--- config.mk ---
export PLATFORM = sky130hd
export DESIGN_NAME = gptrs_ctrl
export DESIGN_NICKNAME = d
export VERILOG_FILES = /design/src/hw/rtl/gptrs_pkg.sv /design/src/hw/rtl/gptrs_ctrl.sv
export SDC_FILE = /design/constraint.sdc
export NUM_CORES = 1
export LEC_CHECK = 0
export BUFFER_PORTS_ARGS = -buffer_cell sky130_fd_sc_hd__clkbuf_2
export CORE_MARGIN = 4
export CORE_UTILIZATION = 40
export CTS_CLUSTER_DIAMETER = 200
export DETAILED_ROUTE_END_ITERATION = 8
export HOLD_SLACK_MARGIN = 0.05
export PLACE_DENSITY = 0.57
export SLEW_MARGIN = 10
export SYNTH_ARGS = -nofsm -noshare
export SYNTH_HDL_FRONTEND = slang
export SYNTH_SLANG_ARGS = --single-unit
--- constraint.sdc ---
create_clock -name clk -period 7 [get_ports clk]
set_input_delay 1.4 -clock clk [delete_from_list [all_inputs] [get_ports clk]]
set_output_delay 1.4 -clock clk [all_outputs]
set_load 0.02 [all_outputs]
--- src/hw/rtl/gptrs_pkg.sv ---
// Package: shared types and constants for the grouped point table radius search unit.
package gptrs_pkg;

	localparam int MaxStarts = 16;
	localparam int MaxEnds = 16;

	localparam logic [1:0] OP_ADD_START = 2'd0;
	localparam logic [1:0] OP_ADD_END = 2'd1;
	localparam logic [1:0] OP_DELETE = 2'd2;
	localparam logic [1:0] OP_FIND = 2'd3;

	localparam logic [1:0] ST_OK = 2'd0;
	localparam logic [1:0] ST_FULL = 2'd1;
	localparam logic [1:0] ST_RANGE = 2'd2;

	typedef struct packed {
		logic [1:0] operation;
		logic signed [15:0] coord_x;
		logic signed [15:0] coord_y;
		logic signed [15:0] coord_z;
		logic [3:0] start_index;
		logic [3:0] end_index;
		logic whole_start;
		logic [15:0] tolerance;
	} in_item_t;

	typedef struct packed {
		logic [1:0] status;
		logic found;
		logic [3:0] found_start;
		logic found_is_start;
		logic [3:0] found_end;
	} out_item_t;

	typedef struct packed {
		logic signed [15:0] x;
		logic signed [15:0] y;
		logic signed [15:0] z;
	} point_t;

	// controller to datapath command codes
	typedef enum logic [2:0] {
		CMD_NONE,
		CMD_WR_START,
		CMD_WR_END,
		CMD_MOVE_START,
		CMD_MOVE_END,
		CMD_RD_START,
		CMD_RD_END
	} cmd_code_t;

endpackage

--- src/hw/rtl/gptrs_ctrl.sv ---
// Controller: operation sequencing, counts, scan and shift control.
module gptrs_ctrl #(
	parameter int MAX_STARTS = gptrs_pkg::MaxStarts,
	parameter int MAX_ENDS = gptrs_pkg::MaxEnds,
	localparam int SW = (MAX_STARTS > 1) ? $clog2(MAX_STARTS) : 1,
	localparam int EW = (MAX_ENDS > 1) ? $clog2(MAX_ENDS) : 1,
	localparam int SCW = $clog2(MAX_STARTS + 1),
	localparam int ECW = $clog2(MAX_ENDS + 1)
) (
	input logic clk,
	input logic arst_n,
	input logic in_valid,
	output logic in_stall,
	input gptrs_pkg::in_item_t in_item,
	output logic out_valid,
	input logic out_stall,
	output gptrs_pkg::out_item_t out_item,
	output gptrs_pkg::cmd_code_t cmd,
	output logic [SW-1:0] cmd_si,
	output logic [EW-1:0] cmd_ei,
	output logic [SW-1:0] cmd_si2,
	output logic [EW-1:0] cmd_ei2,
	output gptrs_pkg::point_t query,
	output logic [15:0] tolerance,
	input logic hit
);

	typedef enum logic [3:0] {
		S_IDLE, S_DISPATCH, S_MVS_RD, S_MVS_WR, S_MVE_RD, S_MVE_WR,
		S_DEL_END_RD, S_DEL_END_WR, S_FIND_ISSUE, S_FIND_DRAIN, S_DONE
	} state_t;

	state_t state_q;
	gptrs_pkg::in_item_t item_q;
	logic [SCW-1:0] start_count_q;
	logic [ECW-1:0] end_counts_q [MAX_STARTS];
	logic [SCW-1:0] i_q;
	logic [ECW-1:0] j_q;
	logic scan_end_q;
	logic [1:0] drain_q;
	logic [SW-1:0] hs_s1, hs_s2;
	logic [EW-1:0] he_s1, he_s2;
	logic hstart_s1, hstart_s2;
	logic hv_s1, hv_s2;
	logic out_valid_q;
	gptrs_pkg::out_item_t out_q;
	logic [SCW-1:0] si_w;
	logic [ECW-1:0] ei_w;
	logic [ECW-1:0] cur_cnt;
	logic scan_hit;

	assign in_stall = (state_q != S_IDLE) || out_valid_q;
	assign out_valid = out_valid_q;
	assign out_item = out_q;
	assign query.x = item_q.coord_x;
	assign query.y = item_q.coord_y;
	assign query.z = item_q.coord_z;
	assign tolerance = item_q.tolerance;
	assign si_w = SCW'(item_q.start_index);
	assign ei_w = ECW'(item_q.end_index);
	assign cur_cnt = end_counts_q[i_q[SW-1:0]];
	assign scan_hit = hv_s2 && hit && !out_q.found;

	always_comb begin
		cmd = gptrs_pkg::CMD_NONE;
		cmd_si = i_q[SW-1:0];
		cmd_ei = j_q[EW-1:0];
		cmd_si2 = i_q[SW-1:0];
		cmd_ei2 = j_q[EW-1:0];
		case (state_q)
			S_DISPATCH: begin
				if (item_q.operation == gptrs_pkg::OP_ADD_START &&
						start_count_q < SCW'(MAX_STARTS)) begin
					cmd = gptrs_pkg::CMD_WR_START;
					cmd_si = start_count_q[SW-1:0];
				end else if (item_q.operation == gptrs_pkg::OP_ADD_END &&
						si_w < start_count_q &&
						end_counts_q[si_w[SW-1:0]] < ECW'(MAX_ENDS)) begin
					cmd = gptrs_pkg::CMD_WR_END;
					cmd_si = si_w[SW-1:0];
					cmd_ei = end_counts_q[si_w[SW-1:0]][EW-1:0];
				end
			end
			S_MVS_RD: begin
				cmd_si2 = SW'(i_q + 1'b1);
			end
			S_MVS_WR: begin
				cmd = gptrs_pkg::CMD_MOVE_START;
			end
			S_MVE_RD: begin
				cmd_si2 = SW'(i_q + 1'b1);
			end
			S_MVE_WR: begin
				cmd = gptrs_pkg::CMD_MOVE_END;
			end
			S_DEL_END_RD: begin
				cmd_si2 = si_w[SW-1:0];
				cmd_ei2 = EW'(j_q + 1'b1);
			end
			S_DEL_END_WR: begin
				cmd = gptrs_pkg::CMD_MOVE_END;
				cmd_si = si_w[SW-1:0];
			end
			S_FIND_ISSUE: begin
				cmd = scan_end_q ? gptrs_pkg::CMD_RD_END : gptrs_pkg::CMD_RD_START;
			end
			default: ;
		endcase
	end

	always_ff @(posedge clk) begin
		if (!in_stall && in_valid) item_q <= in_item;
		hs_s1 <= i_q[SW-1:0];
		he_s1 <= j_q[EW-1:0];
		hstart_s1 <= !scan_end_q;
		hs_s2 <= hs_s1;
		he_s2 <= he_s1;
		hstart_s2 <= hstart_s1;
	end

	always_ff @(posedge clk or negedge arst_n) begin
		if (!arst_n) begin
			state_q <= S_IDLE;
			start_count_q <= '0;
			for (int k = 0; k < MAX_STARTS; k++) end_counts_q[k] <= '0;
			i_q <= '0;
			j_q <= '0;
			scan_end_q <= 1'b0;
			drain_q <= '0;
			hv_s1 <= 1'b0;
			hv_s2 <= 1'b0;
			out_valid_q <= 1'b0;
			out_q <= '0;
		end else begin
			hv_s1 <= (state_q == S_FIND_ISSUE);
			hv_s2 <= hv_s1;
			if (out_valid_q && !out_stall) out_valid_q <= 1'b0;
			case (state_q)
				S_IDLE: begin
					if (in_valid && !in_stall) begin
						out_q <= '0;
						state_q <= S_DISPATCH;
					end
				end
				S_DISPATCH: begin
					state_q <= S_DONE;
					case (item_q.operation)
						gptrs_pkg::OP_ADD_START: begin
							if (start_count_q >= SCW'(MAX_STARTS)) begin
								out_q.status <= gptrs_pkg::ST_FULL;
							end else begin
								end_counts_q[start_count_q[SW-1:0]] <= '0;
								start_count_q <= start_count_q + 1'b1;
							end
						end
						gptrs_pkg::OP_ADD_END: begin
							if (si_w >= start_count_q) begin
								out_q.status <= gptrs_pkg::ST_RANGE;
							end else if (end_counts_q[si_w[SW-1:0]] >= ECW'(MAX_ENDS)) begin
								out_q.status <= gptrs_pkg::ST_FULL;
							end else begin
								end_counts_q[si_w[SW-1:0]] <=
									end_counts_q[si_w[SW-1:0]] + 1'b1;
							end
						end
						gptrs_pkg::OP_DELETE: begin
							if (si_w >= start_count_q) begin
								out_q.status <= gptrs_pkg::ST_RANGE;
							end else if (item_q.whole_start) begin
								i_q <= si_w;
								state_q <= S_MVS_RD;
							end else if (ei_w >= end_counts_q[si_w[SW-1:0]]) begin
								out_q.status <= gptrs_pkg::ST_RANGE;
							end else begin
								j_q <= ei_w;
								state_q <= S_DEL_END_RD;
							end
						end
						default: begin
							i_q <= '0;
							j_q <= '0;
							scan_end_q <= 1'b0;
							state_q <= (start_count_q == '0 || item_q.tolerance == '0) ?
								S_DONE : S_FIND_ISSUE;
						end
					endcase
				end
				// shift starts down: point, count, then the end list
				S_MVS_RD: begin
					if (i_q + 1'b1 >= start_count_q) begin
						start_count_q <= start_count_q - 1'b1;
						end_counts_q[SW'(start_count_q - 1'b1)] <= '0;
						state_q <= S_DONE;
					end else begin
						state_q <= S_MVS_WR;
					end
				end
				S_MVS_WR: begin
					end_counts_q[i_q[SW-1:0]] <= end_counts_q[SW'(i_q + 1'b1)];
					j_q <= '0;
					state_q <= S_MVE_RD;
				end
				S_MVE_RD: state_q <= S_MVE_WR;
				S_MVE_WR: begin
					if (j_q == ECW'(MAX_ENDS - 1)) begin
						j_q <= '0;
						i_q <= i_q + 1'b1;
						state_q <= S_MVS_RD;
					end else begin
						j_q <= j_q + 1'b1;
						state_q <= S_MVE_RD;
					end
				end
				S_DEL_END_RD: begin
					if (j_q + 1'b1 >= end_counts_q[si_w[SW-1:0]]) begin
						end_counts_q[si_w[SW-1:0]] <= end_counts_q[si_w[SW-1:0]] - 1'b1;
						state_q <= S_DONE;
					end else begin
						state_q <= S_DEL_END_WR;
					end
				end
				S_DEL_END_WR: begin
					j_q <= j_q + 1'b1;
					state_q <= S_DEL_END_RD;
				end
				S_FIND_ISSUE: begin
					if (scan_hit) begin
						state_q <= S_DONE;
					end else if (!scan_end_q) begin
						if (cur_cnt != '0) begin
							scan_end_q <= 1'b1;
							j_q <= '0;
						end else if (i_q + 1'b1 < start_count_q) begin
							i_q <= i_q + 1'b1;
						end else begin
							state_q <= S_FIND_DRAIN;
						end
					end else if (j_q + 1'b1 < cur_cnt) begin
						j_q <= j_q + 1'b1;
					end else if (i_q + 1'b1 < start_count_q) begin
						scan_end_q <= 1'b0;
						j_q <= '0;
						i_q <= i_q + 1'b1;
					end else begin
						state_q <= S_FIND_DRAIN;
					end
					drain_q <= '0;
				end
				S_FIND_DRAIN: begin
					drain_q <= drain_q + 1'b1;
					if (scan_hit || drain_q == 2'd2) state_q <= S_DONE;
				end
				S_DONE: begin
					if (!out_valid_q) begin
						out_valid_q <= 1'b1;
						state_q <= S_IDLE;
					end
				end
				default: state_q <= S_IDLE;
			endcase
			// take first hit of the scan
			if (scan_hit && (state_q == S_FIND_ISSUE || state_q == S_FIND_DRAIN)) begin
				out_q.found <= 1'b1;
				out_q.found_start <= 4'(hs_s2);
				out_q.found_is_start <= hstart_s2;
				out_q.found_end <= hstart_s2 ? 4'd0 : 4'(he_s2);
			end
		end
	end

endmodule
==> results of run 1 <==
[through the flow]
step	hold slack, ns	total power [W]	util (%)	std cells	area (sq um)
final	0.326	0.00628	44.9	2316	17300
after detailed placement	0.312	0.00488	42.8	2271	16500
after CTS	0.325	0.00624	44.9	2316	17300
after global routing	0.334	0.00656	44.9	2316	17300
after global placement	0.310	0.00487	42.8	2271	16500
after floorplan	0.310	0.00386	-	1723	15600
[cells in the final DEF, fill, tap and decap left out, types with 10 or more instances in the layout]
master,count
nand2_1,206
buf_4,45
a221oi_1,29
and2_1,17
dfxtp_1,18
a221o_1,11
o221ai_1,10
a31oi_1,38
mux2i_1,27
xnor2_1,14
mux2_2,12
nor2_1,100
dfrtp_1,116
o2111ai_1,11
a21oi_1,103
ha_1,39
o22ai_1,38
nor3_1,41
a2111oi_0,11
inv_1,56
nand3_1,56
edfxtp_1,75
clkbuf_2,175
a22oi_1,20
nand2b_1,17
a21o_1,31
nor2b_1,19
o21ai_0,145
and3_1,13
a22o_1,41
o211ai_1,17
clkbuf_16,26
mux4_2,60
[synthesized netlist by cell type (21+ instances only)]
| master | instances |
|---|---|
| nand2_1 | 206 |
| o21ai_0 | 145 |
| dfrtp_1 | 117 |
| a21oi_1 | 104 |
| nor2_1 | 102 |
| clkbuf_1 | 93 |
| edfxtp_1 | 75 |
| buf_4 | 66 |
| mux4_2 | 60 |
| inv_1 | 56 |
| nand3_1 | 56 |
| a22o_1 | 41 |
| nor3_1 | 41 |
| ha_1 | 40 |
| a31oi_1 | 38 |
| o22ai_1 | 38 |
| a21o_1 | 32 |
| a221oi_1 | 29 |
| mux2i_1 | 27 |
| buf_2 | 21 |
[power by group through the flow]
stage	combinational (W)	clock, W	sequential (W)
detailed placement	0.00284	0	0.00204
global route	0.00309	0.00141	0.00207
CTS	0.00286	0.00136	0.00202
global placement	0.00283	0	0.00204
floorplan	0.00201	0	0.00185
finish	0.00291	0.00133	0.00205
[worst max path at each step]
stage / start / depth (start not counted) / slack (ns) / to
floorplan: in_valid / 4 / 2.54 / out_item[0]$_DFFE_PN0P_
global placement: item_q[21]$_DFFE_PP_ / 8 / 1.56 / cmd_ei[0]
detailed placement: item_q[21]$_DFFE_PP_ / 8 / 1.44 / cmd_ei[0]
CTS: item_q[21]$_DFFE_PP_ / 8 / 0.80 / cmd_ei[0]
global route: item_q[21]$_DFFE_PP_ / 8 / 0.49 / cmd_ei[0]
finish: item_q[21]$_DFFE_PP_ / 8 / 0.78 / cmd_ei[0]
[kinds of logic after synthesis]
group	Yosys count	share of synthesized area, %
AO/OA/AOI/OAI	587	25.3
XOR/XNOR	23	1.34
flip-flops	210	35.6
multiplexers	100	11.4
buffers and inverters	248	7.89
adder cells (fa/ha/maj)	40	3.21
AND/OR/NAND/NOR	515	15.2
[cell type report]
type | count | area, sq um
fillers | 3769 | 21300
multi-input cells | 1265 | 8860
flip-flops and latches | 210 | 5540
repair buffers | 220 | 1210
clock buffers | 32 | 683
well taps | 518 | 648
inverters | 58 | 218
clock inverters | 13 | 135
[per-layer routing]
metal | GRT usage (%) | part of all wire, % | vias up
met5 | 0 | 0.011 | -
met4 | 14.3 | 5.7 | 2
met3 | 7.45 | 12 | 210
met2 | 44.6 | 43 | 1128
met1 | 39.0 | 39 | 7336
li1 | - | - | 6590
==> out/metrics.cfg, run 1 <==
[setup_path]
critical_path_required_ns = 5.60
cp-end-kind = output pin
slowest_delay_ns = 0.95
rrSetupSlack_ns = 1.41
path_buf_inv = 2
r2r_cells = 14
crit_chain = buf_4 > mux4_2 > a22oi_1 > nand2_1 > nor3_2 > nand3_1 > o21ai_0 > clkbuf_2
critical_path.startpoint_type = register
critPathKind = reg -> out
rr_endpoint = end_counts_q[30]$_DFFE_PN0P_
crit_family = simple AND/OR/NAND/NOR gates
cp_max_fo = 22
cp_slowest_cell = edfxtp_1
r2r-start = item_q[22]$_DFFE_PP_
arrival_ns = 4.82

[floorplanning]
rows = 72
dieArea_sq_um = 42200
ios = 177
initial_core_util_pct = 40.4
fp.dieH_um = 205
die_w_um = 205
core_sq_um = 38600

[synthesis]
ys_warn_count = 0
syn_inst = 1723
ys_ff_latch = 210
syn-num-nets = 1843
yosysUniqueCellTypes = 80
syn_avg_cell_area_sq_um = 9.04
async_flop_share_pct = 55.7
synth_edf_count = 75
synth_area_leader_cell = dfrtp_1
synth_top_cell_area_share_pct = 18.8
ys.flop_type = dfrtp_1
ys_seq_area_share_pct = 35.6
netlist_area_sq_um = 15600
synthTopCellsByArea = dfrtp_1 19%, edfxtp_1 14%, mux4_2 8.7%

[global_route]
grt_pass1_wl_mm = 94.3
grt_pass1_vias = 14400
antenna_found_initial = 1
overflow = 0
grt_util_all_layers_pct = 29.3
grt_max_degree = 83

[placed_design]
io_buffers = 176
post-dp-hpwl_mm = 45.9
gp_congestion = 1.06
place_ws_ns = 1.44

[detailed_routing]
vias = 15300
drt_wl_total_mm = 63.9
initialDrtViolationCount = 2013
drc = 0
ant_nets = 0
wl_per_cell_um = 27.6
viasPerCell = 6.59
dr.pass1.iters = 8

[clock_tree]
clk_latency_ns = 0.58
cts_hold_buf = 0
clk_pin_slew_ns = 0.06
cts.path.max_buffers = 3
cts_setup_buffers = 0
clockRootBuffer = clkbuf_16
ctsResizeCount = 0
cts.sinks = 210
cts_max_level = 1
cts_buffers = 26
tritoncts = built

[final_layout]
diodes = 0
syn2layout_area_growth_pct = 11.1
drive_gt1_share_pct = 20.6
nets = 1901

[power]
power.density_nw_per_um2 = 363
vdd_drop_max_mv = 0.183
comb_power_share_pct = 46.3
p_int_w = 0.00347
p_sw_share_pct = 44.7
switching_power_w = 0.00281
power_frac_clock_pct = 21.1
p_leak_nw = 6.87
sequentialPowerShare_pct = 32.6

[run_status]
outcome = finished clean

[min_path]
hold_end = he_s2[1]$_DFF_P_
min_from = he_s1[1]$_DFF_P_
hold_depth = 0
hp-class = reg -> reg

[sta]
maxSlewHeadroom_pct = 14.8
setup_viol = 0
worstMarginPinSlew_ns = 1.28
setup_slack_ns = 0.783
finalHoldViolCount = 0
post-route-min-period_ns = 6.22
tns_ns = 0
max_freq_mhz = 161
fin_skew_ns = 0.0364
rsz0062_at_grt = false
final_max_slew_viol_count = 0
min_period_over_period_pct = 88.8

[flow_run]
cap_violations = 0

(Power assumes the default switching activity.)
==> run 2: changes to the inputs <==
Settings changed: PLACE_DENSITY 0.57 to default, PLACE_DENSITY_LB_ADDON from default to 0.05.
==> out/metrics.cfg, run 2 (synthesis gave the netlist of run 1 again) <==
[clock_tree]
clk_pin_slew_ns = 0.07  ; about the same
cts_buffers = 26  ; unchanged
cts.sinks = 210  ; unchanged
ctsResizeCount = 0  ; unchanged
cts_max_level = 1  ; unchanged
clk_latency_ns = 0.57  ; about the same
tritoncts = built
cts_hold_buf = 0  ; unchanged
cts_setup_buffers = 0  ; unchanged
cts.path.max_buffers = 3  ; unchanged
clockRootBuffer = clkbuf_16

[min_path]
hold_end = hs_s2[2]$_DFF_P_
min_from = hs_s1[2]$_DFF_P_
hold_depth = 0  ; unchanged
hp-class = reg -> reg

[final_layout]
drive_gt1_share_pct = 20.8  ; +0.21 points
stdcell_area_sq_um = 17400  ; +0.65%
nets = 1904  ; +0.16%
mostFrequentLayoutCells = 206 x nand2_1, 175 x clkbuf_2, 145 x o21ai_0, 116 x dfrtp_1, 103 x a21oi_1
diodes = 0  ; unchanged
fillCellCount = 3799  ; +0.80%
final_common_cell = nand2_1
syn2layout_area_growth_pct = 11.8

[floorplanning]
core_sq_um = 38600  ; unchanged
fp.dieH_um = 205  ; unchanged
ios = 177  ; unchanged
initial_core_util_pct = 40.4  ; unchanged
die_w_um = 205  ; unchanged
dieArea_sq_um = 42200  ; unchanged
rows = 72  ; unchanged

[sta]
rsz0062_at_grt = false
min_period_over_period_pct = 81.8  ; -7.0 points
max_freq_mhz = 175  ; +8.5%
finalHoldViolCount = 0  ; unchanged
maxSlewHeadroom_pct = 6.82  ; -8.0 points
fin_skew_ns = 0.0251  ; -0.0113 ns
tns_ns = 0  ; unchanged
setup_viol = 0  ; unchanged
post-route-min-period_ns = 5.73  ; -0.489 ns
final_max_slew_viol_count = 0  ; unchanged
hold_slack_ns = 0.326  ; -0.0000770 ns
worstMarginPinSlew_ns = 1.39  ; +0.116 ns

[setup_path]
critical_path_required_ns = 5.60  ; about the same
cp_slowest_cell = edfxtp_1
arrival_ns = 4.33  ; -0.49 ns
cp-end-kind = output pin
critPathKind = reg -> out
r2r_cells = 14  ; unchanged
slowest_delay_ns = 0.84  ; -0.11 ns
r2r-start = i_q[0]$_DFFE_PN0P_
crit_chain = buf_4 > mux4_2 > a22oi_1 > nand2_1 > nor3_2 > nand3_1 > o21ai_0 > clkbuf_2
critical_path.startpoint_type = register
rrSetupSlack_ns = 1.71  ; +0.30 ns
cp_max_fo = 13  ; -41%

[detailed_routing]
dr_wl_met2_mm = 29.8  ; +7.8%
drc = 0  ; unchanged
initialDrtViolationCount = 1782  ; -11%
dr.max_layer_used = met5
wl_per_cell_um = 28.9  ; +4.6%
wl_met1_mm = 26.7  ; +7.1%
dr.pass1.iters = 6  ; -2
wl_met3_mm = 7.23  ; -6.2%
ant_nets = 0  ; unchanged
drt_wl_total_mm = 67.0  ; +4.8%
vias = 15200  ; -0.19%
viasPerCell = 6.56  ; -0.45%

[power]
p_leak_nw = 6.94  ; +0.96%
p_int_w = 0.00356  ; +2.5%
sequentialPowerShare_pct = 31.3  ; -1.3 points
switching_power_w = 0.00291  ; +3.4%
power.density_nw_per_um2 = 371  ; +2.2%
vdd_drop_max_mv = 0.172  ; -6.1%
p_sw_share_pct = 44.9  ; +0.21 points
comb_power_share_pct = 46.6  ; +0.3 points
power_frac_clock_pct = 22.1  ; +1.0 points

[flow_run]
cap_violations = 0  ; unchanged

[placed_design]
placed_area_sq_um = 16500  ; +0.14%
gp_congestion = 0.986  ; -6.8%
post-dp-hpwl_mm = 46.8  ; +2.0%
io_buffers = 176  ; unchanged

[global_route]
grt_util_all_layers_pct = 30.9  ; +1.6 points
overflow = 0  ; unchanged
antenna_found_initial = 1  ; unchanged
grt_pass1_vias = 14600  ; +1.1%
grt_max_degree = 83  ; unchanged
grt_pass1_wl_mm = 98.1  ; +4.0%

[run_status]
outcome = finished clean

-- run 2: cell count changes in the layout (fill, tap and decap cells not counted), sizes merged --
cell	previous run	this run
buf	45	48
bufinv	2	1
clkinv	8	10
clkinvlp	2	0
clkbuf	207	211
-- run 2: cell type report --
cell class | count | area (sq um) | area share [%]
timing repair buffer | 223 | 1240 | 7.10
clock buffer | 36 | 805 | 4.62
multi-input combinational | 1265 | 8860 | 50.9
inverter | 58 | 218 | 1.25
clock inverter | 12 | 104 | 0.596
tap | 518 | 648 | 3.72
sequential | 210 | 5540 | 31.8
-- run 2: worst max path at each step --
stage	slack [ns]	from	endpoint
global placement	1.84	item_q[21]$_DFFE_PP_	cmd_ei[2]
floorplan	2.54	in_valid	out_item[0]$_DFFE_PN0P_
CTS	1.24	item_q[21]$_DFFE_PP_	cmd_ei[2]
detailed placement	1.82	i_q[0]$_DFFE_PN0P_	register
finish	1.27	item_q[21]$_DFFE_PP_	cmd_ei[3]
global route	0.95	item_q[21]$_DFFE_PP_	cmd_ei[0]
-- run 2: layer usage --
metal / global-route usage [%] / vias to the layer above
met5: 0 / -
met4: 13.2 / 2
met3: 6.73 / 202
met2: 48.8 / 981
met1: 41.2 / 7453
li1: - / 6599
-- run 2: power by group through the flow --
stage               Combinational, W  Sequential, W  Clock, W
finish                       0.00301        0.00202   0.00143
global route                 0.00319        0.00205   0.00150
CTS                          0.00295        0.00200   0.00146
detailed placement           0.00293        0.00202         0
global placement             0.00293        0.00202         0
floorplan                    0.00201        0.00185         0
-- run 2: worst max-delay path, delay by kind of cell, from the launching register on --
kind            cells  cell delay [ns]
compound gates      2             0.51
buf+inv             2             0.57
flops               1             0.84
mux                 1             0.52
simple gates        3             1.30
-- run 2: per-stage QoR --
stage,util (%),power (W),instances,setup slack [ns]
after floorplan,-,0.00386,1723,2.54
after global placement,42.8,0.00495,2274,1.84
after detailed placement,42.8,0.00496,2274,1.82
after CTS,45.2,0.00641,2322,1.24
after global routing,45.2,0.00674,2322,0.946
final,45.2,0.00647,2322,1.27
